<file path="config.mk">
export PLATFORM = sky130hd
export DESIGN_NAME = rbbm_ctrl
export DESIGN_NICKNAME = d
export VERILOG_FILES = /design/src/rtl/rbbm_pkg.sv /design/src/rtl/rbbm_ctrl.sv
export SDC_FILE = /design/constraint.sdc
export NUM_CORES = 1
export LEC_CHECK = 0
export BUFFER_PORTS_ARGS = -buffer_cell sky130_fd_sc_hd__buf_2
export CAP_MARGIN = 20
export CORE_AREA = 2 2 39 41
export CTS_CLUSTER_DIAMETER = 60
export DETAILED_ROUTE_END_ITERATION = 10
export DIE_AREA = 0 0 41 43
export PLACE_DENSITY = 0.5
export SLEW_MARGIN = 20
export SYNTH_ARGS = -nofsm -noshare
export SYNTH_HDL_FRONTEND = slang
export SYNTH_SLANG_ARGS = --single-unit
</file>
<file path="constraint.sdc">
create_clock -name clk -period 0.9 [get_ports clk]
set_clock_uncertainty 0.1 [all_clocks]
set_input_delay 0.045 -clock clk [delete_from_list [all_inputs] [get_ports clk]]
set_output_delay 0.045 -clock clk [all_outputs]
set_load 0.01 [all_outputs]
</file>
<file path="src/rtl/rbbm_pkg.sv">
// ----------------------------------------------------------------------------
// rbbm_pkg: shared definitions for the receive byte buffer
// Sizes, operation codes and the command and status groups that pass
// between the controller and the datapath.
// ----------------------------------------------------------------------------
package rbbm_pkg;

	localparam int BUFFER_BYTES = 1024;
	localparam int MAX_PATTERN  = 8;
	localparam int ADDR_W       = $clog2(BUFFER_BYTES);
	localparam int OP_W         = 3;
	localparam int COUNT_W      = 11;
	localparam int PLEN_W       = 4;
	localparam int PAT_W        = 8 * MAX_PATTERN;

	localparam logic [OP_W-1:0] OP_APPEND  = 3'd0;
	localparam logic [OP_W-1:0] OP_DISCARD = 3'd1;
	localparam logic [OP_W-1:0] OP_CLEAR   = 3'd2;
	localparam logic [OP_W-1:0] OP_SEARCH  = 3'd3;
	localparam logic [OP_W-1:0] OP_READ    = 3'd4;

	localparam logic [ADDR_W-1:0] FILL_MAX = ADDR_W'(BUFFER_BYTES - 1);

	typedef struct packed {
		logic take;
		logic load_now;
		logic srch_step;
		logic load_late;
	} rbbm_cmd_t;

	typedef struct packed {
		logic srch_done;
	} rbbm_stat_t;

	function automatic logic [ADDR_W-1:0] slot_of(input logic [ADDR_W-1:0] head,
		input logic [ADDR_W-1:0] offset);
		logic [ADDR_W:0] sum;
		sum = {1'b0, head} + {1'b0, offset};
		if (sum >= (ADDR_W+1)'(BUFFER_BYTES)) begin
			sum = sum - (ADDR_W+1)'(BUFFER_BYTES);
		end
		return sum[ADDR_W-1:0];
	endfunction

endpackage

</file>
<file path="src/rtl/rbbm_ctrl.sv">
// ----------------------------------------------------------------------------
// rbbm_ctrl: controller of the receive byte buffer
// Sequences one transaction at a time, runs the search walk and owns the
// output valid flag.
// ----------------------------------------------------------------------------
module rbbm_ctrl
	import rbbm_pkg::*;
(
	input  logic              clk,
	input  logic              arst_n,
	input  logic              in_valid,
	output logic              in_stall,
	input  logic [OP_W-1:0]   operation,
	output logic              out_valid,
	input  logic              out_stall,
	output rbbm_cmd_t         cmd,
	input  rbbm_stat_t        stat
);

	localparam logic [1:0] ST_IDLE   = 2'd0;
	localparam logic [1:0] ST_SRCH   = 2'd1;
	localparam logic [1:0] ST_FINISH = 2'd2;

	logic [1:0] state_q;
	logic [1:0] state_d;
	logic       out_valid_q;
	logic       out_free;

	assign out_free = !out_valid_q || !out_stall;
	assign in_stall = (state_q != ST_IDLE) || !out_free;

	always_comb begin
		state_d       = state_q;
		cmd.take      = 1'b0;
		cmd.load_now  = 1'b0;
		cmd.srch_step = 1'b0;
		cmd.load_late = 1'b0;
		case (state_q)
			ST_IDLE: begin
				if (in_valid && out_free) begin
					cmd.take = 1'b1;
					if (operation == OP_SEARCH) begin
						state_d = ST_SRCH;
					end else if (operation == OP_READ) begin
						state_d = ST_FINISH;
					end else begin
						cmd.load_now = 1'b1;
					end
				end
			end
			ST_SRCH: begin
				cmd.srch_step = 1'b1;
				if (stat.srch_done) begin
					state_d = ST_FINISH;
				end
			end
			ST_FINISH: begin
				if (out_free) begin
					cmd.load_late = 1'b1;
					state_d       = ST_IDLE;
				end
			end
			default: begin
				state_d = ST_IDLE;
			end
		endcase
	end

	always_ff @(posedge clk or negedge arst_n) begin
		if (!arst_n) begin
			state_q     <= ST_IDLE;
			out_valid_q <= 1'b0;
		end else begin
			state_q <= state_d;
			if (cmd.load_now || cmd.load_late) begin
				out_valid_q <= 1'b1;
			end else if (!out_stall) begin
				out_valid_q <= 1'b0;
			end
		end
	end

	assign out_valid = out_valid_q;

endmodule

</file>
# Word-level counts from Yosys, hierarchy flattened
# Cells that the tools add are included.
[totals]
wordCells = 36
regBits = 3
out_inout_bits = 6
[classes]
mux = 15
n_eq_ne = 9
reduce_logical = 10
[op_table]
columns = ["cell", "count"]
rows = [
  ["two-way mux 2 bit", 7],
  ["two-way mux 1 bit", 7],
  ["!= test 2 bit, second input constant", 3],
  ["case mux 2 bit (3 select lines)", 1],
  ["AND reduction 4 bit", 1],
  ["equality test 3 x 2 -> 1 bit, second input constant", 1],
  ["equality test 3 bit, second input constant", 1],
  ["zero test 1 bit", 3],
  ["logical OR 1 bit", 3],
  ["!= test 3 bit, second input constant", 1],
  ["equality test 2 x 1 -> 1 bit, second input constant", 1],
  ["equality test 2 bit, second input constant", 1],
  ["zero test 2 bit", 1],
  ["!= test 2 x 1 -> 1 bit, second input constant", 1],
  ["nonzero test 2 bit", 1],
  ["logical AND 1 bit", 1],
]

# Depth between registers and ports, before layout
# Gate-level depths: netlist of run 1.
[depth]
ltp_word = 7
depth_mapped = 3
depth_no_buf = 3

# Worst setup path after synthesis of run 1
# OpenSTA, ideal clock, no wires.
[synth_path]
path_kind = "reg-to-output"
from = "register state_q[0]"
to = "output cmd[2] (netlist bit)"
stages_incl_launch_ff = 4
t_required_ps = 755
n_path_buf = 0
arrival_time_ps = 1059
path_slack_ps = -304
path_cell_list = "dfrtp_1 -> a21oi_1 -> and3_1 -> nor2b_1"
[synth_rtl]
columns = ["item", "line", "text"]
rows = [
  ["start, declared", "rbbm_ctrl.sv:24", "logic [1:0] state_q;"],
  ["start signal, assigned", "rbbm_ctrl.sv:74", "state_q <= state_d;"],
  ["end, declared", "rbbm_ctrl.sv:16", "output rbbm_cmd_t cmd,"],
]

==> impl_results.md, run 1 <==
- Failing checks: setup timing
- Max transition margin: 81.3%
- Global-route usage over all layers: ~8.6%
- TritonCTS Buffers: 3
- Final routed DRC violation total: 0
- Core outline area: 1380 um^2
- Worst Setup SP: out_valid
- Yosys reg bits: 3
- FFs w/ async S/R, synth: 100%
- Vias in the first global route: 243
- CTS tree: done
- Row cnt: 14
- Top cell type's share of synthesized area: 34.9%
- CP Max Fanout: 2
- Synth Area in Adders: 0%
- Port Buf Inserts: 13
- Ys Warns: 0
- Final WL: ~610 um
- RSZ-0062 raised after global routing: yes
- Initial Util: 15.6%
- Clk_lat worst skew: 0.23 ns
- Compound-Gate Fraction of Synth Area: 25.0%
- DRT antenna net count: 0
- Final nets: 61
- Fmax achieved: 748 MHz
- Setup Crit Path Kind: reg -> out
- Max IR drop VDD: between 500 and 600 uV
- Antenna diodes: 0
- Full die area: 1760 um^2
- Outcome: complete, but fails checks
- Post-synthesis cell type count: 16
- Final count of negative-setup-slack endpoints: 9
- Layout cell share with drive strength beyond 1: 65.4%
- Clk sinks: 3
- Max-cap violation count: 0
- Final Cycle Share: 148%
- Number of flops mapped to enable cells by yosys: 0
- Area leader, netlist: dfrtp_1
- Clk slew on worst S/H paths: 0.04 ns
- R2R Path Start: out_valid
- Clk Tree Root Cell: clkbuf_4
- Net Count, Synth: 32
- CP Data Required Time: 0.75 ns
- HP Start: out_stall
- Slew at the pin with the worst max-slew slack: 0.280 ns
- Cell Pwr Density: 1540 nW/um^2
- Mux cell area share after synthesis: 0%
- Worst hold margin: 0.00658 ns
- DR vias/cell: 4.13
- # H-tree levels: 1
- Xor/xnor share of the synthesized area: 0%
- Final Hold Vio Count: 0
- Leakage Power: 0.240 nW
- Sequential-to-total area share from yosys stat: 34.9%
- Main combinational cell family by area after synthesis: simple AND/OR/NAND/NOR gates
- Post-synthesis simple-gate area fraction: 38.4%
- Top_reg_cell synth: dfrtp_1
- Die Height: 43 um
- CP Capture Type: primary output
- Final worst slack: -0.436 ns
- Via count: 281
- Syn Area/Cell: 8.97 um^2
- Post-layout min period: 1.34 ns
- Initial antenna violation count: 0
- Min-delay worst type: in -> reg
- Crit path DAT: between 1 and 1.5 ns
- Final Util: 35.1%
- Max Slew Vio Count: 0
- I/O Pins: 14
- Die X: 41 um
- Congestion Overflow GR: 0
- RePlAce Congestion: 0.681
- Startpoint types: flop
- Mapped Cells: 24
- Largest net degree at the start of global routing: 9
- DR pass1 iterations: 4
- Mapped cell area: about 220 um^2
- Routed WL per cell: 9.01 um
- Global-route wire length before repair: 972 um
- Initial DRC count: 7
- CTS max path bufs: 2
- Area delta synth->final: 126%
- Top post-synthesis cells by count: a21oi_1, dfrtp_1
- Synth top area cells: dfrtp_1, a21oi_1, o221ai_2
[area by class of cell]
cell class | instances | area [um^2]
Inverter | 1 | 3.75
Fill cell | 162 | 898
Clock buffer | 4 | 26.3
Multi-Input combinational cell | 20 | 171
Sequential cell | 3 | 75.1
Timing Repair Buffer | 24 | 189
Tap cell | 16 | 20.0
[state kept, by name, indices dropped and copies added, names as in the netlist]
| register | cells |
|---|---|
| out_valid | 1 |
| state_q | 2 |
[power by group]
part / internal (mW) / switching [mW] / total [mW]
Clock: 0.166 / 0.0731 / 0.239
Combinational: 0.210 / 0.133 / 0.343
Sequential: 0.153 / 0.0144 / 0.167
[worst paths after layout]
check                      slack [ns]          to  cells past startpoint
max in group asynchronous        0.55  state_q[0]                      2
setup / recovery                -0.44      cmd[2]                      4
setup reg to reg                -0.36  state_q[1]                      6
hold reg to reg                  0.46  state_q[0]                      2
min in group asynchronous        0.04   out_valid                      2
hold / removal                  0.007   out_valid                      3
[what timing repair did]
item,CTS,global route
pin swaps,5,3
buffers inserted,1,3
hold buffers,2,0
endpoints found under the setup margin,9,9
endpoints found under the hold margin,5,0
resized for setup,5,8
[cells in the final DEF (no fill, tap or decap)]
master	instances
nand2b_1	2
a2bb2oi_1	1
and3b_1	1
inv_2	1
buf_2	9
o2111ai_2	1
o221ai_2	1
a21oi_2	1
dlygate4sd3_1	2
nand4b_1	1
buf_4	6
dfrtp_1	3
a31oi_1	1
clkbuf_4	3
nor2b_4	1
nand2_4	1
nor3b_1	1
and2_4	1
buf_6	7
a21oi_1	2
nand2_2	1
and3_4	1
nor2b_1	1
or2_1	1
and3_1	1
clkbuf_1	1
[metrics by stage]
stage / power, mW / area [um^2] / cells / worst slack [ns] / TNS (ns)
floorplan: 0.285 / 231 / 24 / -0.189 / -0.339
global placement: 0.403 / 362 / 59 / -0.207 / -0.917
detailed placement: 0.402 / 362 / 59 / -0.209 / -0.974
CTS: 0.709 / 439 / 66 / -0.469 / -2.62
global route: 0.812 / 485 / 68 / -0.499 / -3.33
finish: 0.750 / 485 / 68 / -0.436 / -2.83
[cells by family (layout without fill, tap and decap cells)]
kind of cell,count (synthesis),in the layout
simple gates,13,13
compound gates,7,7
flops,3,3
buf+inv,1,29
[critical path: stages, from the launching register on]
cell	delay, ns
dfrtp_1	0.39
a21oi_2	0.15
and3_4	0.19
nor2b_4	0.13
buf_6	0.10
[layer usage]
metal,up-vias,share of wire (%),track usage (%)
li1,147,-,-
met4,0,0,4.00
met2,6,50,10.9
met1,128,44,9.65
met3,0,5.7,7.85
met5,-,0,0
Note: power is estimated with default switching activity, not from simulation.
==> run 2: changes to the inputs <==
--- a/config.mk
+++ b/config.mk
@@ -11,6 +11,7 @@
 export CTS_CLUSTER_DIAMETER = 60
 export DETAILED_ROUTE_END_ITERATION = 10
 export DIE_AREA = 0 0 41 43
+export MAX_ROUTING_LAYER = met4
 export PLACE_DENSITY = 0.5
 export SLEW_MARGIN = 20
 export SYNTH_ARGS = -nofsm -noshare
==> run 2 against run 1 <==
Against the previous run: the run still ends with setup timing left; sequential share of layout area unchanged; critical path depth unchanged; hold slack about the same; die area unchanged; critical endpoint unchanged.
==> impl_results.md, run 2 (synthesized netlist as in run 1, its figures left out) <==
- Outcome: complete, but fails checks
- Failing checks: setup timing
- Initial antenna violation count: 0 (unchanged)
- Setup Crit Path Kind: reg -> out
- Routed WL per cell: 9.03 um (+0.16%)
- Die X: 41 um (unchanged)
- R2r setup slk: -0.36 ns (about the same)
- Final Cycle Share: 149% (about the same)
- Commonest non-fill, non-tap cell in the layout: buf_2
- R2R cell count: 6 (unchanged)
- Startpoint types: flop
- Congestion Overflow GR: 0 (unchanged)
- Final worst slack: -0.437 ns (-0.000306 ns)
- Initial Util: 15.6% (unchanged)
- Max IR drop VDD: 561 uV (about the same)
- Met2 usage: 10.9% (unchanged)
- Worst hold margin: 0.00628 ns (-0.000306 ns)
- Dpl cells: 59 (unchanged)
- CTS tree: done
- Port Buf Inserts: 13 (unchanged)
- Global-route wire length before repair: 966 um (-0.62%)
- Crit path DAT: 1.19 ns (about the same)
- Max transition margin: 81.3% (unchanged)
- Row cnt: 14 (unchanged)
- Area post-placement: 362 um^2 (unchanged)
- Final Util: 35.1% (unchanged)
- Commonest non-fill, non-tap cells in the layout: buf_2, buf_6, buf_4
- Cell Pwr Density: 1550 nW/um^2 (about the same)
- Clk Tree Root Cell: clkbuf_4
- CTS max path bufs: 2 (unchanged)
- Antenna diodes: 0 (unchanged)
- # H-tree levels: 1 (unchanged)
- Design area: 485 um^2 (unchanged)
- Largest net degree at the start of global routing: 9 (unchanged)
- Largest register FFs: 2 (unchanged)
- Non-Filler Instances: 68 (unchanged)
- Met3 Usage GRT: 7.85% (unchanged)
- Clk sinks: 3 (unchanged)
- Vias in the first global route: 244 (+0.41%)
- Via count: 283 (+0.71%)
- DR vias/cell: 4.16 (+0.71%)
- Layer with the highest usage: met2
- Clk slew on worst S/H paths: 0.04 ns (about the same)
- Max Slew Vio Count: 0 (unchanged)
- Final nets: 61 (unchanged)
- Fmax achieved: 748 MHz (about the same)
- HP Start: out_stall
- Setup TNS: -2.84 ns (-0.00175 ns)
- Layout cell share with drive strength beyond 1: 65.4% (unchanged)
- CP Capture Type: primary output
- Min-delay worst type: in -> reg
- Initial DRC count: 6 (-1)
- Worst flop-to-flop path endpoint: state_q[1]
- Final count of negative-setup-slack endpoints: 9 (unchanged)
- DRT antenna net count: 0 (unchanged)
- Hold path cells: 3 (unchanged)
- Final routed DRC violation total: 0 (unchanged)
- TritonCTS Buffers: 3 (unchanged)
- Post-layout min period: 1.34 ns (+0.000306 ns)
- CP Data Required Time: 0.75 ns (about the same)
- Final WL: 614 um (+0.16%)
- I/O Pins: 14 (unchanged)
- Core outline area: 1380 um^2 (unchanged)
- Largest Register: state_q
- Max-cap violation count: 0 (unchanged)
- R2R Path Start: out_valid
- Area delta synth->final: 126% (unchanged)
- RSZ-0062 raised after global routing: yes
- Leakage Power: 0.240 nW (unchanged)
- Hold-critical path endpoint: out_valid
- Die Height: 43 um (unchanged)
- CP Max Fanout: 2 (unchanged)
- Final Hold Vio Count: 0 (unchanged)
- Full die area: 1760 um^2 (unchanged)
- Slew at the pin with the worst max-slew slack: 0.280 ns (unchanged)
- Clk_lat worst skew: 0.23 ns (about the same)
- RePlAce Congestion: 0.688 (+1.0%)
- GRT met1 Usage: 9.65% (unchanged)
- DR pass1 iterations: 4 (unchanged)
- Global-route usage over all layers: 8.85% (+0.21 points)
-- run 2: cell counts in the layout (fill, tap and decap cells not counted) --
Identical to the previous run, type by type.
-- run 2: how the worst max path moves through the flow --
stage               depth (start not counted)    endpoint      start
floorplan                                   3      cmd[2]  out_valid
global placement                            4  state_q[1]  out_valid
detailed placement                          4      cmd[2]  out_valid
CTS                                         4      cmd[2]  out_valid
global route                                4      cmd[2]  out_valid
finish                                      4      cmd[2]  out_valid
-- run 2: layout make-up --
type / instances / area (um^2)
clock buffer: 4 / 26.3
fill: 162 / 898
inverter: 1 / 3.75
multi-input combinational: 20 / 171
sequential: 3 / 75.1
tap: 16 / 20.0
timing repair buffer: 24 / 189
-- run 2: critical path: stages, from the launching register on --
cell and delay, ns:
dfrtp_1 0.39, a21oi_2 0.15, and3_4 0.19, nor2b_4 0.13, buf_6 0.10
-- run 2: per-layer routing --
metal,wire [um],up-vias
met2,300,6
li1,-,147
met3,35,2
met1,272,128
met4,5,0
met5,0,-
-- run 2: what timing repair did --
item,in CTS,in global routing
hold buffers,2,0
buffers inserted,1,3
setup endpoints to repair,9,9
gates resized for setup,5,8
hold endpoints to repair,5,0
pin swaps,5,3
-- run 2: stage by stage --
stage / power [mW] / setup slack, ns
after floorplan: 0.285 / -0.189
after global placement: 0.403 / -0.207
after detailed placement: 0.402 / -0.209
after CTS: 0.709 / -0.469
after global routing: 0.812 / -0.499
final: 0.750 / -0.437
-- run 2: power by group --
| part | leakage [nW] | switching, mW | total [mW] | internal (mW) |
|---|---|---|---|---|
| combinational | 0.187 | 0.133 | 0.343 | 0.210 |
| clock | 0.0150 | 0.0734 | 0.240 | 0.166 |
| sequential | 0.0382 | 0.0144 | 0.167 | 0.153 |
==> run 3: changes to the inputs <==
--- a/config.mk
+++ b/config.mk
@@ -12,7 +12,7 @@
 export DETAILED_ROUTE_END_ITERATION = 10
 export DIE_AREA = 0 0 41 43
 export MAX_ROUTING_LAYER = met4
-export PLACE_DENSITY = 0.5
+export PLACE_DENSITY = 0.49
 export SLEW_MARGIN = 20
 export SYNTH_ARGS = -nofsm -noshare
 export SYNTH_HDL_FRONTEND = slang
==> constraint.sdc (replaced) <==
create_clock -name clk -period 1.7 [get_ports clk]
set_clock_uncertainty 0.1 [all_clocks]
set_input_delay 0.085 -clock clk [delete_from_list [all_inputs] [get_ports clk]]
set_output_delay 0.085 -clock clk [all_outputs]
set_load 0.01 [all_outputs]
==> run 3 against run 2 <==
Against the previous run: the run now ends clean; global-route usage shrank 0.51 points; critical path depth is the same; flip-flop and latch count is the same; core utilization shrank 11 points; routed wire length shrank 9.1%; combinational power shrank 75%; sequential power shrank 45%; clock-buffer cell count is the same; total power shrank 59%; first-iteration DRC count shrank 83%; register-to-register slack gained 0.96 ns; clock power shrank 46%; largest cell class is now multi-input gates.
==> impl_results.md, run 3 (synthesized netlist as in run 1, its figures left out) <==
- Max-cap violation count: 0 (unchanged)
- Final Cycle Share: 89.7%
- Outcome: finished clean
- Dpl cells: 53 (-10%)
- Antenna diodes: 0 (unchanged)
- Clk Tree Root Cell: clkbuf_4
- Largest register FFs: 2 (unchanged)
- Min-delay worst type: in -> reg
- DR vias/cell: 4.36 (+4.8%)
- Final worst slack: 0.174 ns (+0.611 ns)
- Fmax achieved: 655 MHz
- Port Buf Inserts: 13 (unchanged)
- Setup TNS: 0 ns (+2.84 ns)
- Max transition margin: 83.1% (+1.9 points)
- Max IR drop VDD: 217 uV (-61%)
- Full die area: 1760 um^2 (unchanged)
- Setup Crit Path Kind: reg -> out
- Cell Pwr Density: 914 nW/um^2 (-41%)
- Max incr delay on CP: 0.45 ns (+0.06 ns)
- Critical path's slowest cell: dfrtp_1
- Vias in the first global route: 250 (+2.5%)
- Clk sinks: 3 (unchanged)
- Global-route wire length before repair: 910 um (-5.8%)
- Crit path DAT: 1.34 ns (+0.15 ns)
- Startpoint types: flop
- Place WS: 0.420 ns (+0.629 ns)
- Congestion Overflow GR: 0 (unchanged)
- I/O Pins: 14 (unchanged)
- Post-layout min period: 1.53 ns
- R2r setup slk: 0.60 ns (+0.96 ns)
- Final routed DRC violation total: 0 (unchanged)
- Initial DRC count: 1 (-5)
- Slew at the pin with the worst max-slew slack: 0.253 ns (-0.0273 ns)
- RSZ-0062 raised after global routing: no
- Max Slew Vio Count: 0 (unchanged)
- Hold path cells: 3 (unchanged)
- Non-Filler Instances: 58 (-15%)
- RePlAce Congestion: 0.662 (-3.8%)
- Row cnt: 14 (unchanged)
- Global-route usage over all layers: 8.34% (-0.51 points)
- Final count of negative-setup-slack endpoints: 0 (-9)
- R2R cell count: 3 (-3)
- Routed WL per cell: 9.62 um (+6.5%)
- DRT antenna net count: 0 (unchanged)
- Combinational power share: 27.9% (-18 points)
- Commonest non-fill, non-tap cells in the layout: buf_2, a21oi_1, clkbuf_4, dfrtp_1
- Initial Util: 15.6% (unchanged)
- CTS tree: done
- Final WL: 558 um (-9.1%)
- TritonCTS Buffers: 3 (unchanged)
- Clk_lat worst skew: 0.24 ns (about the same)
- # H-tree levels: 1 (unchanged)
- CP Max Fanout: 9 (+7)
- Crit path cell chain: a21oi_1 > and3_1 > nor2b_1 > buf_2
- CTS max path bufs: 2 (unchanged)
- Final Hold Vio Count: 0 (unchanged)
- DR pass1 iterations: 2 (-2)
- Leakage Power: 0.173 nW (-28%)
- Net Sw Power: 96.8 uW (-56%)
- Layout cell share with drive strength beyond 1: 40.5% (-25 points)
- Switching Fraction: 31.4% (+2.0 points)
- Reg power frac: 30.0% (+7.7 points)
- Initial antenna violation count: 0 (unchanged)
- Final nets: 51 (-16%)
- Cell internal pwr: 211 uW (-60%)
- Commonest non-fill, non-tap cell in the layout: buf_2
- CP Data Required Time: 1.51 ns (+0.76 ns)
- Area delta synth->final: 56.4%
- Post-cts sizing count: 0 (-5)
- Clk pwr share: 42.1% (+10 points)
- Core outline area: 1380 um^2 (unchanged)
- CP Capture Type: primary output
- Via count: 253 (-11%)
- Clk slew on worst S/H paths: 0.04 ns (about the same)
- Largest Register: state_q
- Die X: 41 um (unchanged)
- Die Height: 43 um (unchanged)
- Largest net degree at the start of global routing: 10 (+1)
[run 3: final timing paths]
path	end	startpoint
worst max-delay path	cmd[2]	state_q[0]
worst min-delay path	state_q[0]	stat
worst max register to register	state_q[1]	state_q[1]
worst min register to register	state_q[0]	state_q[1]
max in group asynchronous	state_q[1]	arst_n
min in group asynchronous	out_valid	arst_n
[run 3: metal layers]
metal / GRT usage (%) / routed length, um
met5: - / 0
met4: 10.0 / 19
met3: 1.57 / 36
met2: 11.6 / 298
met1: 8.39 / 205
[run 3: layout make-up]
type	instances	area, um^2
fillers	165	1050
inverters	1	3.75
flip-flops and latches	3	75.1
clock buffers	4	26.3
repair buffers	14	75.1
well taps	16	20.0
multi-input cells	20	136
[run 3: repair_timing]
item	in CTS	in global routing
endpoints found under the hold margin	3	0
hold buffers	1	0
setup buffers	0	0
[run 3: through the flow]
step / power [mW] / instance area (um^2) / hold WS, ns / utilization (%)
after detailed placement: 0.179 / 300 / -0.217 / 21.7
after CTS: 0.314 / 337 / 0.0185 / 24.3
final: 0.308 / 337 / 0.0174 / 24.3
after floorplan: 0.141 / 215 / -0.311 / -
after global placement: 0.180 / 300 / -0.214 / 21.7
after global routing: 0.327 / 337 / 0.0714 / 24.3
[run 3: worst max-delay path: cells and delay by family, from the launching register on]
| kind | cells | cell delay, ns |
|---|---|---|
| AOI/OAI and AO/OA | 1 | 0.21 |
| DFF | 1 | 0.45 |
| buffers and inverters | 1 | 0.13 |
| and+or+nand+nor | 2 | 0.31 |
[run 3: power by group through the flow]
stage	registers [mW]	clock network, mW	logic (mW)
after floorplan	0.0930	0	0.0476
after global placement	0.0939	0	0.0861
after detailed placement	0.0935	0	0.0856
after CTS	0.0928	0.133	0.0879
after global routing	0.0946	0.135	0.0972
final	0.0924	0.130	0.0857
